<file path="config.mk">
export PLATFORM = sky130hd
export DESIGN_NAME = voltage_average_hysteresis_display
export DESIGN_NICKNAME = d
export VERILOG_FILES = /design/src/design/vahd_pkg.sv /design/src/design/vahd_scaler.sv /design/src/design/vahd_digits.sv /design/src/design/voltage_average_hysteresis_display.sv
export SDC_FILE = /design/constraint.sdc
export NUM_CORES = 1
export LEC_CHECK = 0
export ABC_CLOCK_PERIOD_IN_PS = 15700
export BUFFER_PORTS_ARGS = -buffer_cell sky130_fd_sc_hd__buf_2
export CORE_ASPECT_RATIO = 0.8
export CORE_MARGIN = 8
export CORE_UTILIZATION = 58
export DETAILED_ROUTE_END_ITERATION = 6
export GPL_ROUTABILITY_DRIVEN = 0
export GPL_TIMING_DRIVEN = 0
export PLACE_DENSITY = 0.75
export SYNTH_ARGS = -nofsm -noshare
export SYNTH_HDL_FRONTEND = slang
export SYNTH_SLANG_ARGS = --single-unit
</file>
<file path="constraint.sdc">
create_clock -name aclk -period 15.7 [get_ports aclk]
set_input_delay 3.14 -clock aclk [delete_from_list [all_inputs] [get_ports aclk]]
set_output_delay 3.14 -clock aclk [all_outputs]
set_load 0.01 [all_outputs]
</file>
<file path="src/design/vahd_pkg.sv">
// Package for the averaging voltmeter with hysteresis and display driver.
// Holds widths, reset values, division constants and shared types.
// No dependencies.
`default_nettype none

package vahd_pkg;

    localparam int unsigned SAMPLES_DEF = 6;

    localparam int unsigned SAMPLE_W = 10;
    localparam int unsigned COUNT_W  = 3;
    localparam int unsigned SUM_W    = 13;
    localparam int unsigned VOLT_W   = 12;
    localparam int unsigned BAND_W   = 8;
    localparam int unsigned OFFS_W   = 6;
    localparam int unsigned SCALE_W  = 12;
    localparam int unsigned CFG_IDX_W  = 2;
    localparam int unsigned CFG_DATA_W = 12;
    localparam int unsigned S_TDATA_W  = 16;
    localparam int unsigned M_TDATA_W  = 24;

    // register indexes
    localparam logic [CFG_IDX_W-1:0] REG_BAND   = 2'd0;
    localparam logic [CFG_IDX_W-1:0] REG_OFFSET = 2'd1;
    localparam logic [CFG_IDX_W-1:0] REG_SCALE  = 2'd2;

    localparam logic [BAND_W-1:0]  BAND_RST   = 8'd3;
    localparam logic [OFFS_W-1:0]  OFFSET_RST = 6'd3;
    localparam logic [SCALE_W-1:0] SCALE_RST  = 12'd2500;

    localparam logic [VOLT_W-1:0] VOLT_MAX = 12'd4095;

    // item kinds on s_tuser
    localparam logic OP_SAMPLE = 1'b0;
    localparam logic OP_TICK   = 1'b1;

    // reciprocal shift for the group average
    localparam int unsigned AVG_SHIFT = 17;

    // reciprocal multipliers for decimal digit extraction (exact over range)
    localparam logic [12:0] DIV1000_MUL = 13'd4195;   // >> 22
    localparam logic [9:0]  DIV100_MUL  = 10'd656;    // >> 16
    localparam logic [6:0]  DIV10_MUL   = 7'd103;     // >> 10

    typedef struct packed {
        logic [3:0] digit_enable;
        logic [3:0] digit_value;
        logic [1:0] next_position;
    } disp_out_t;

endpackage

`default_nettype wire

</file>
<file path="src/design/vahd_scaler.sv">
// Two-stage scaler: group average by reciprocal multiply, then offset and scale.
// Saturates the result to the voltage range. Depends on vahd_pkg.
`default_nettype none

module vahd_scaler #(
    parameter int unsigned SAMPLES = vahd_pkg::SAMPLES_DEF
) (
    input  wire logic                          aclk,
    input  wire logic                          aresetn,
    input  wire logic                          start,
    input  wire logic [vahd_pkg::SUM_W-1:0]    group_sum,
    input  wire logic [vahd_pkg::OFFS_W-1:0]   sample_offset,
    input  wire logic [vahd_pkg::SCALE_W-1:0]  scale_factor,
    input  wire logic                          take,
    output logic                               res_valid,
    output logic [vahd_pkg::VOLT_W-1:0]        res_value
);
    import vahd_pkg::*;

    localparam int unsigned RECIP_W = AVG_SHIFT + 1;
    localparam logic [RECIP_W-1:0] RECIP_MUL =
        RECIP_W'(((1 << AVG_SHIFT) + SAMPLES - 1) / SAMPLES);
    localparam int unsigned QPROD_W = SUM_W + RECIP_W;
    localparam int unsigned ADJ_W   = SUM_W + 1;
    localparam int unsigned PROD_W  = ADJ_W + SCALE_W;

    logic [QPROD_W-1:0] qprod;
    logic [SUM_W-1:0]   quot_reg;
    logic               v1_reg;
    logic [ADJ_W-1:0]   adj;
    logic [PROD_W-1:0]  prod_reg;
    logic               v2_reg;
    logic [PROD_W-11:0] shifted;

    assign qprod = QPROD_W'(group_sum) * QPROD_W'(RECIP_MUL);
    assign adj   = ADJ_W'(quot_reg) + ADJ_W'(sample_offset);

    always_ff @(posedge aclk) begin
        if (!aresetn) begin
            v1_reg <= 1'b0;
            v2_reg <= 1'b0;
        end else begin
            v1_reg <= start;
            if (v1_reg) begin
                v2_reg <= 1'b1;
            end else if (take) begin
                v2_reg <= 1'b0;
            end
        end
    end

    always_ff @(posedge aclk) begin
        if (start) begin
            quot_reg <= qprod[AVG_SHIFT +: SUM_W];
        end
        if (v1_reg) begin
            prod_reg <= PROD_W'(adj) * PROD_W'(scale_factor);
        end
    end

    assign shifted   = prod_reg[PROD_W-1:10];
    assign res_valid = v2_reg;
    assign res_value = (shifted > (PROD_W-10)'(VOLT_MAX)) ? VOLT_MAX : shifted[VOLT_W-1:0];

endmodule

`default_nettype wire

</file>
<file path="src/design/vahd_digits.sv">
// Display digit selection: splits the shown voltage into decimal digits and
// picks the lit position, skipping leading zeros above tens. Depends on vahd_pkg.
`default_nettype none

module vahd_digits (
    input  wire logic [vahd_pkg::VOLT_W-1:0] voltage,
    input  wire logic [1:0]                  position,
    output vahd_pkg::disp_out_t              disp
);
    import vahd_pkg::*;

    logic [24:0] th_prod;
    logic [3:0]  thousands;
    logic [9:0]  rem1;
    logic [19:0] hu_prod;
    logic [3:0]  hundreds;
    logic [6:0]  rem2;
    logic [13:0] te_prod;
    logic [3:0]  tens;
    logic [3:0]  ones;
    logic [1:0]  sel;

    always_comb begin
        th_prod   = 25'(voltage) * 25'(DIV1000_MUL);
        thousands = 4'(th_prod[24:22]);
        rem1      = 10'(voltage - 12'(thousands) * 12'd1000);
        hu_prod   = 20'(rem1) * 20'(DIV100_MUL);
        hundreds  = hu_prod[19:16];
        rem2      = 7'(rem1 - 10'(hundreds) * 10'd100);
        te_prod   = 14'(rem2) * 14'(DIV10_MUL);
        tens      = te_prod[13:10];
        ones      = 4'(rem2 - 7'(tens) * 7'd10);

        sel = position;
        if (position == 2'd0) begin
            if (thousands != 4'd0) begin
                sel = 2'd0;
            end else if (hundreds != 4'd0) begin
                sel = 2'd1;
            end else begin
                sel = 2'd2;
            end
        end

        case (sel)
            2'd0:    disp.digit_value = thousands;
            2'd1:    disp.digit_value = hundreds;
            2'd2:    disp.digit_value = tens;
            default: disp.digit_value = ones;
        endcase
        disp.digit_enable  = 4'b0001 << sel;
        disp.next_position = sel + 2'd1;
    end

endmodule

`default_nettype wire

</file>
<file path="src/design/voltage_average_hysteresis_display.sv">
// Averaging voltmeter with hysteresis-filtered reading and multiplexed display.
// Results are registered. Throughput: one item per cycle while m_tready allows,
// except a sample that closes a group, which holds the input register while
// the two-multiplier scaler runs.
// Reset (aresetn, synchronous, active low) clears state, config and handshakes.
// Depends on vahd_pkg, vahd_scaler, vahd_digits.
`default_nettype none

module voltage_average_hysteresis_display #(
    parameter int unsigned SAMPLES = vahd_pkg::SAMPLES_DEF
) (
    input  wire logic                              aclk,
    input  wire logic                              aresetn,
    // configuration
    input  wire logic                              cfg_wr_en,
    input  wire logic [vahd_pkg::CFG_IDX_W-1:0]    cfg_index,
    input  wire logic [vahd_pkg::CFG_DATA_W-1:0]   cfg_wdata,
    // input stream
    input  wire logic                              s_tvalid,
    output logic                                   s_tready,
    input  wire logic [vahd_pkg::S_TDATA_W-1:0]    s_tdata,   // [9:0] adc_sample
    input  wire logic                              s_tuser,   // [0] op
    // result stream
    output logic                                   m_tvalid,
    input  wire logic                              m_tready,
    // [11:0] measured_voltage, [12] voltage_changed, [16:13] digit_enable,
    // [20:17] digit_value, [23:21] zero
    output logic [vahd_pkg::M_TDATA_W-1:0]         m_tdata,
    output logic                                   m_tuser    // [0] digit_valid
);
    import vahd_pkg::*;

    // configuration registers
    logic [BAND_W-1:0]  band_reg;
    logic [OFFS_W-1:0]  offset_reg;
    logic [SCALE_W-1:0] scale_reg;

    // input register
    logic                in_valid_reg;
    logic                in_op_reg;
    logic [SAMPLE_W-1:0] in_sample_reg;

    // block state
    logic [COUNT_W-1:0] count_reg;
    logic [SUM_W-1:0]   sum_reg;
    logic [VOLT_W-1:0]  shown_reg;
    logic [1:0]         position_reg;
    logic               busy_reg;

    // result register
    logic               out_valid_reg;
    logic [VOLT_W-1:0]  out_volt_reg;
    logic               out_changed_reg;
    logic [3:0]         out_enable_reg;
    logic [3:0]         out_digit_reg;
    logic               out_dvalid_reg;

    logic               out_free;
    logic               is_sample;
    logic [COUNT_W:0]   count_inc;
    logic               completes;
    logic [SUM_W-1:0]   sum_total;
    logic               launch;
    logic               consume;
    logic               take;
    logic               res_valid;
    logic [VOLT_W-1:0]  res_value;
    logic [VOLT_W:0]    upper;
    logic               outside;
    disp_out_t          disp;

    assign out_free  = !out_valid_reg || m_tready;
    assign is_sample = in_valid_reg && (in_op_reg == OP_SAMPLE);
    assign count_inc = (COUNT_W+1)'(count_reg) + (COUNT_W+1)'(1);
    assign completes = count_inc >= (COUNT_W+1)'(SAMPLES);
    assign sum_total = sum_reg + SUM_W'(in_sample_reg);
    assign launch    = is_sample && completes && !busy_reg;
    assign consume   = in_valid_reg && out_free &&
                       (in_op_reg == OP_TICK || !completes || res_valid);
    assign take      = consume && is_sample && completes;
    assign s_tready  = !in_valid_reg || consume;

    vahd_scaler #(
        .SAMPLES (SAMPLES)
    ) u_scaler (
        .aclk          (aclk),
        .aresetn       (aresetn),
        .start         (launch),
        .group_sum     (sum_total),
        .sample_offset (offset_reg),
        .scale_factor  (scale_reg),
        .take          (take),
        .res_valid     (res_valid),
        .res_value     (res_value)
    );

    vahd_digits u_digits (
        .voltage  (shown_reg),
        .position (position_reg),
        .disp     (disp)
    );

    // lower bound may go below zero, then nothing lies under it
    assign upper   = (VOLT_W+1)'(shown_reg) + (VOLT_W+1)'(band_reg);
    assign outside = ((VOLT_W+1)'(res_value) > upper) ||
                     ((shown_reg >= VOLT_W'(band_reg)) &&
                      (res_value < shown_reg - VOLT_W'(band_reg)));

    always_ff @(posedge aclk) begin
        if (!aresetn) begin
            band_reg   <= BAND_RST;
            offset_reg <= OFFSET_RST;
            scale_reg  <= SCALE_RST;
        end else if (cfg_wr_en) begin
            case (cfg_index)
                REG_BAND:   band_reg   <= cfg_wdata[BAND_W-1:0];
                REG_OFFSET: offset_reg <= cfg_wdata[OFFS_W-1:0];
                REG_SCALE:  scale_reg  <= cfg_wdata[SCALE_W-1:0];
                default:    ;
            endcase
        end
    end

    always_ff @(posedge aclk) begin
        if (!aresetn) begin
            in_valid_reg <= 1'b0;
        end else if (s_tready) begin
            in_valid_reg <= s_tvalid;
        end
        if (s_tvalid && s_tready) begin
            in_op_reg     <= s_tuser;
            in_sample_reg <= s_tdata[SAMPLE_W-1:0];
        end
    end

    always_ff @(posedge aclk) begin
        if (!aresetn) begin
            count_reg    <= '0;
            sum_reg      <= '0;
            shown_reg    <= '0;
            position_reg <= '0;
            busy_reg     <= 1'b0;
        end else begin
            if (launch) begin
                busy_reg <= 1'b1;
            end
            if (consume) begin
                if (in_op_reg == OP_TICK) begin
                    position_reg <= disp.next_position;
                end else if (completes) begin
                    count_reg <= '0;
                    sum_reg   <= '0;
                    busy_reg  <= 1'b0;
                    if (outside) begin
                        shown_reg <= res_value;
                    end
                end else begin
                    count_reg <= count_inc[COUNT_W-1:0];
                    sum_reg   <= sum_total;
                end
            end
        end
    end

    always_ff @(posedge aclk) begin
        if (!aresetn) begin
            out_valid_reg <= 1'b0;
        end else if (out_free) begin
            out_valid_reg <= consume;
        end
        if (consume) begin
            if (in_op_reg == OP_TICK) begin
                out_volt_reg    <= shown_reg;
                out_changed_reg <= 1'b0;
                out_enable_reg  <= disp.digit_enable;
                out_digit_reg   <= disp.digit_value;
                out_dvalid_reg  <= 1'b1;
            end else begin
                out_volt_reg    <= (completes && outside) ? res_value : shown_reg;
                out_changed_reg <= completes && outside;
                out_enable_reg  <= '0;
                out_digit_reg   <= '0;
                out_dvalid_reg  <= 1'b0;
            end
        end
    end

    assign m_tvalid = out_valid_reg;
    assign m_tuser  = out_dvalid_reg;
    assign m_tdata  = {3'b000, out_digit_reg, out_enable_reg, out_changed_reg, out_volt_reg};

`ifndef NO_ASSERTIONS
    a_busy_has_item: assert property (@(posedge aclk) disable iff (!aresetn)
        busy_reg |-> in_valid_reg && is_sample && completes)
        else $error("scaler busy without a group-closing sample held");

    a_result_when_busy: assert property (@(posedge aclk) disable iff (!aresetn)
        res_valid |-> busy_reg)
        else $error("scaler result without an owning sample");

    a_tick_onehot: assert property (@(posedge aclk) disable iff (!aresetn)
        m_tvalid && m_tuser |-> $onehot(m_tdata[16:13]) && m_tdata[20:17] <= 4'd9
                                && !m_tdata[12])
        else $error("tick result with bad digit select or value");

    a_sample_no_digit: assert property (@(posedge aclk) disable iff (!aresetn)
        m_tvalid && !m_tuser |-> m_tdata[20:13] == 8'd0)
        else $error("sample result drives a digit");

    a_shown_change: assert property (@(posedge aclk) disable iff (!aresetn)
        !$stable(shown_reg) |-> $past(take))
        else $error("shown voltage changed outside a group close");
`endif

endmodule

`default_nettype wire
</file>
==> results.py, run 1 <==
metrics = {
    "status": {
        "outcome": "finished, final reports clean",
    },
    "finish": {
        "drive_above_1_share": 0.0864,
        "largest_reg_flops": 16,
        "diodes": 0,
        "final_cell_mix": "ha_1, inv_1, nand2_1, fa_1, a21oi_1",
        "fin_area_sq_mm": 0.0190,
        "nets": 2511,
        "final_common_cell": "ha_1",
        "n_fill_cell": 2346,
        "syn_to_final_growth_pct": 9.00,
        "layout.cells.non_filler": 2334,
    },
    "critical_path": {
        "reg2reg_depth": 64,
        "crit_slowest_cell": "fa_1",
        "crit_fanout": 9,
        "max_stage_delay_ps": 530,
        "cp-end-kind": "register",
        "worst-endpoint-arrival_ps": 15270,
        "r2r_slack_ps": 670,
        "crit_type": "reg -> reg",
        "cp.required_ps": 15940,
        "start_kind": "register",
        "crit_top_cell": "ha_1",
    },
    "pwr": {
        "swShare": 0.428,
        "power.density_mw_per_mm2": 120,
        "p_clk_frac": 0.172,
        "switchingPower_uw": 974,
        "power_mw": 2.28,
        "intPower_mw": 1.30,
        "ir_drop_uv": 320,
        "p_comb_frac": 0.647,
        "p_leak_nw": 9.83,
        "seqPwrFrac": 0.181,
    },
    "floorplanning": {
        "dieHeight_um": 171,
        "core_sq_mm": 0.0294,
        "fp.dieArea_sq_mm": 0.0359,
        "initial_utilization": 0.593,
        "rows": 56,
        "ios": 63,
        "die_x_um": 210,
    },
    "timing": {
        "final.period_utilization": 0.957,
        "slew-limit-headroom": 0.305,
        "setup_viol": 0,
        "max_freq_ghz": 0.0665,
        "fin_worst_skew_ps": 17.6,
        "worstMarginPinSlew_ps": 1040,
        "final_hold_viol_count": 0,
        "fin_crit_ps": 15030,
        "final_max_slew_viol_count": 0,
        "setup_ws_ps": 672,
    },
    "synthesis": {
        "synth_edf_count": 60,
        "ys_types": 82,
        "netlist_instances": 1860,
        "ys_ff_latch": 121,
        "async_reset_ff_frac": 0,
        "synth_area_sq_mm": 0.0175,
        "yosysWarnings": 0,
        "yosysTopAreaCellShare": 0.250,
        "syn_area_per_cell_sq_um": 9.38,
        "yosys-top-cells-area": "ha_1, fa_1, edfxtp_1",
        "synth_ff_type": "dfxtp_1",
        "synth.largest_area_cell": "ha_1",
        "ys_seq_area_frac": 0.173,
    },
    "placement": {
        "pre_cts_ws_ps": -199,
        "place_inst": 2292,
        "dpl_cell_area_sq_mm": 0.0182,
        "dp_hpwl_mm": 33.1,
        "portBuffers": 53,
    },
    "detailed_routing": {
        "avgRoutedWirePerCell_um": 17.4,
        "viasPerCell": 5.63,
        "vias": 13100,
        "drc": 0,
        "drt-total-wl_mm": 40.5,
        "ant_nets": 0,
        "drt_iter0_markers": 1017,
        "drtPass1Iterations": 6,
    },
    "worst_hold_path": {
        "hold_path.class": "reg -> reg",
        "hold_depth": 2,
    },
    "global_routing": {
        "antenna_found_initial": 0,
        "grt_pass1_wl_mm": 67.8,
        "grt_pass1_vias": 13600,
        "track_usage": 0.235,
        "grt-ovfl-total": 0,
        "grt_start_max_net_pins": 23,
    },
    "clock_network": {
        "worstSkewPairLatency_ps": 430,
        "root_buffer": "clkbuf_16",
        "ctsHoldBuffers": 0,
        "htreeDepth": 4,
        "cts_buffers": 17,
        "cts_num_sinks": 121,
        "clkSlewWorstSetupHoldPaths_ps": 70,
        "clockBufferDepth": 2,
        "cts_tree": "built",
    },
    "flow_run": {
        "max_cap_violations": 0,
    },
}
[synthesized netlist by cell type (15+ instances only)]
library cell and n:
xor2_1 20, inv_1 329, a21oi_1 91, fa_1 182, dfxtp_1 61, o21bai_1 15
nand3_1 24, a21o_1 21, clkbuf_1 46, nand2_1 186, xnor2_1 71, or2_2 19
edfxtp_1 60, and2_1 42, nor2_1 69, o21ai_0 42, ha_1 349
[worst max-delay path: cells and delay by family (launching register included)]
family	cells	cell delay [ps]
and+or+nand+nor	13	2390
xor gates and xnor gates	9	1440
DFF	1	430
adders and majority gates	21	7690
AOI/OAI and AO/OA	13	2010
buffers and inverters	8	850
[cells by family (layout without fill, tap and decap cells)]
logic type | after synthesis | count (layout) | share of synthesized area
fa+ha+maj | 531 | 531 | 0.459
simple gates | 436 | 436 | 0.121
buf+inv | 386 | 481 | 0.0848
compound gates | 270 | 270 | 0.101
flops | 121 | 121 | 0.173
xor+xnor | 92 | 92 | 0.0466
mux | 23 | 23 | 0.0141
other cells | 1 | 3 | 0.000215
[metrics by stage]
stage / setup TNS, ps / utilization / hold slack (ps)
floorplan: 0 / - / 436
global placement: 0 / 0.618 / 445
detailed placement: -199 / 0.618 / 451
CTS: 0 / 0.639 / 460
global route: -42.4 / 0.646 / 475
finish: 0 / 0.646 / 459
[power groups by stage]
stage / logic, mW / clock network, mW / registers (mW)
2_1_floorplan: 1.14 / 0 / 0.418
3_3_place_gp: 1.41 / 0 / 0.419
3_5_place_dp: 1.47 / 0 / 0.419
4_1_cts: 1.49 / 0.392 / 0.412
5_1_grt: 1.72 / 0.408 / 0.413
6_report: 1.47 / 0.391 / 0.412
[timing repair]
item                                    4_1_cts  5_1_grt
buffers inserted                              0       10
endpoints found under the setup margin        1        2
pin swaps                                     0       13
resized for setup                             4       34
[path summary, 6_finish.rpt]
check / start / end
worst max-delay path: shown_reg[10] / out_digit_reg[3]
worst min-delay path: sum_reg[0] / sum_reg[0]
worst max register to register: shown_reg[10] / out_digit_reg[3]
worst min register to register: sum_reg[0] / sum_reg[0]
[metal layers]
metal  share of wire  wire (um)  GRT usage
met1            0.46      18600      0.321
met2            0.45      18400      0.380
met3           0.072       2930     0.0521
met4           0.016        656     0.0480
met5               0          0          0
[layout make-up]
type                       instances  area, sq um  share of cell area
clock buffer                      24          526              0.0276
sequential                       121         3030               0.159
clock inverter                     8         53.8             0.00283
multi-input combinational       1355        13100               0.689
inverter                         330         1240              0.0653
timing repair buffer              63          340              0.0179
tap                              377          472              0.0248
buffer                            56          241              0.0127
Note: power is estimated with default switching activity, not from simulation.
==> run 2, diff against run 1 <==
--- a/config.mk
+++ b/config.mk
@@ -5,6 +5,7 @@
 export SDC_FILE = /design/constraint.sdc
 export NUM_CORES = 1
 export LEC_CHECK = 0
+export ABC_AREA = 1
 export ABC_CLOCK_PERIOD_IN_PS = 15700
 export BUFFER_PORTS_ARGS = -buffer_cell sky130_fd_sc_hd__buf_2
 export CORE_ASPECT_RATIO = 0.8
==> results.py, run 2 <==
metrics = {
    "detailed_routing": {
        "avgRoutedWirePerCell_um": 15.8,
        "vias": 13900,
        "viasPerCell": 5.34,
        "drt-total-wl_mm": 41.0,
        "drc": 0,
        "drtPass1Iterations": 5,
        "ant_nets": 0,
        "drt_iter0_markers": 823,
    },
    "synthesis": {
        "ys_ff_latch": 121,
        "synth_area_sq_mm": 0.0176,
        "yosys-top-cells-count": "inv_1, nand2_1, ha_1",
        "async_reset_ff_frac": 0,
        "ys_types": 48,
        "yosysMostFrequentCell": "inv_1",
        "yosysTopAreaCellShare": 0.248,
        "yosys-top-cells-area": "ha_1, fa_1, edfxtp_1",
        "netlist_instances": 2102,
        "ys_seq_area_frac": 0.172,
        "synth.largest_area_cell": "ha_1",
        "yosysWarnings": 0,
        "synth_edf_count": 60,
        "syn_area_per_cell_sq_um": 8.38,
        "synth_ff_type": "dfxtp_1",
    },
    "critical_path": {
        "worst-endpoint-arrival_ps": 14870,
        "crit_slowest_cell": "dfxtp_1",
        "max_stage_delay_ps": 590,
        "start_kind": "register",
        "crit_fanout": 7,
        "reg2reg_depth": 78,
        "r2r-start": "shown_reg[8]",
        "reg2reg_to": "out_digit_reg[3]",
        "cp-end-kind": "register",
        "r2r_slack_ps": 1020,
        "crit_type": "reg -> reg",
        "cp.required_ps": 15880,
    },
    "timing": {
        "finalSetupTns_ps": 0,
        "fin_crit_ps": 14680,
        "final.period_utilization": 0.935,
        "slew-limit-headroom": 0.265,
        "max_freq_ghz": 0.0681,
        "rsz0062_at_grt": "no",
        "final_hold_viol_count": 0,
        "worstMarginPinSlew_ps": 1100,
        "setup_viol": 0,
        "final_max_slew_viol_count": 0,
        "fin_worst_skew_ps": 15.7,
    },
    "pwr": {
        "seqPwrFrac": 0.183,
        "swShare": 0.444,
        "p_comb_frac": 0.640,
        "intPower_mw": 1.29,
        "ir_drop_uv": 214,
        "power.density_mw_per_mm2": 121,
        "power_mw": 2.31,
        "p_leak_nw": 10.6,
        "p_clk_frac": 0.178,
        "switchingPower_mw": 1.03,
    },
    "clock_network": {
        "worstSkewPairLatency_ps": 430,
        "clockBufferDepth": 2,
        "htreeDepth": 4,
        "clkSlewWorstSetupHoldPaths_ps": 60,
        "cts_num_sinks": 121,
        "cts_buffers": 17,
        "root_buffer": "clkbuf_16",
        "cts_tree": "built",
    },
    "flow_run": {
        "max_cap_violations": 0,
    },
    "floorplanning": {
        "initial_utilization": 0.584,
        "rows": 57,
        "ios": 63,
        "dieHeight_um": 172,
        "die_x_um": 211,
        "fp.dieArea_sq_mm": 0.0362,
        "core_sq_mm": 0.0302,
    },
    "global_routing": {
        "grt-ovfl-total": 0,
        "grt_pass1_wl_mm": 68.7,
        "antenna_found_initial": 0,
        "grt_pass1_vias": 14200,
        "grt_start_max_net_pins": 25,
        "track_usage": 0.236,
    },
    "finish": {
        "nets": 2744,
        "syn_to_final_growth_pct": 8.20,
        "final_common_cell": "inv_1",
        "seq_area_sq_mm": 0.00303,
        "multi_input_area_sq_mm": 0.0127,
        "diodes": 0,
        "largest_reg_flops": 16,
        "final_cell_mix": "inv_1, nand2_1, ha_1, fa_1, a21oi_1",
        "drive_above_1_share": 0.0749,
        "n_fill_cell": 2520,
    },
    "worst_hold_path": {
        "hold_depth": 1,
        "min-delay-start": "busy_reg",
        "hold_end": "u_scaler.v1_reg",
        "hold_path.class": "reg -> reg",
    },
    "placement": {
        "dp_hpwl_mm": 34.0,
        "portBuffers": 53,
    },
    "status": {
        "outcome": "finished, final reports clean",
    },
}
[run 2: cell types whose count changed after synthesis, moves of 14 or more]
cell and delta:
xor2_1 +37, and2_1 -38, nand3_1 +29, xnor2_1 -56, nand2_1 +190, clkbuf_1 -22, o21ai_1 +20, a21o_1 -14
a21oi_1 +40, inv_1 +120, nor2_1 +41
[run 2: cells by family (layout without fill, tap and decap cells)]
logic type      count (synthesis)  after routing  synth area share
simple gates                  614            614             0.147
other cells                     1              3          0.000213
compound gates                256            256            0.0805
buf+inv                       507            593             0.111
flops                         121            121             0.172
fa+ha+maj                     531            531             0.455
xor+xnor                       72             72            0.0358
[run 2: final cells by class]
cell class                      count  area share
Buffer                             36     0.00919
Clock buffer                       17      0.0223
Clock inverter                     15     0.00919
Inverter                          471      0.0932
Multi-Input combinational cell   1476       0.666
Sequential cell                   121       0.159
Tap cell                          413      0.0271
Timing Repair Buffer               54      0.0143
[run 2: per-layer routing]
metal / up-vias / track usage / wire length (um)
met4: 0 / 0.0838 / 1210
met1: 6615 / 0.311 / 18200
met2: 426 / 0.378 / 18500
met5: - / 0 / 0
li1: 6790 / - / -
met3: 71 / 0.0569 / 3200
[run 2: power groups by stage]
stage	clock network (mW)	logic [mW]	registers [mW]
floorplan	0	1.16	0.429
global placement	0	1.42	0.430
detailed placement	0	1.48	0.430
CTS	0.415	1.50	0.423
global route	0.429	1.73	0.424
finish	0.411	1.48	0.423
[run 2: worst max-delay path by stage]
stage | from | to | slack (ps) | cells past startpoint
finish | shown_reg[8] | out_digit_reg[3] | 1020 | 78
global route | shown_reg[10] | out_digit_reg[3] | 50 | 77
CTS | shown_reg[1] | out_digit_reg[3] | 390 | 79
detailed placement | shown_reg[1] | out_digit_reg[3] | 490 | 79
global placement | shown_reg[1] | out_digit_reg[3] | 770 | 79
floorplan | shown_reg[10] | out_digit_reg[3] | 2350 | 76
[run 2: metrics by stage]
stage	instance area, sq um	util	worst slack, ps	hold WS (ps)	instances
global placement	18400	0.610	768	434	2570
detailed placement	18400	0.610	489	444	2570
global route	19100	0.632	46.6	468	2603
floorplan	17600	-	2350	422	2104
finish	19100	0.632	1020	451	2603
CTS	19000	0.630	388	450	2602
[run 2: what timing repair did]
| action | 4_1_cts | 5_1_grt |
|---|---|---|
| endpoints found under the setup margin | 0 | 2 |
| setup buffers | 0 | 1 |
| hold buffers | 0 | 0 |
| gates resized for setup | 0 | 16 |
[run 2: worst max-delay path, delay by kind of cell, from the launching register on]
kind / cells / cell delay [ps]
xor gates and xnor gates: 2 / 370
adders and majority gates: 20 / 7310
and+or+nand+nor: 28 / 2880
DFF: 1 / 590
buffers and inverters: 15 / 1200
AOI/OAI and AO/OA: 13 / 2140
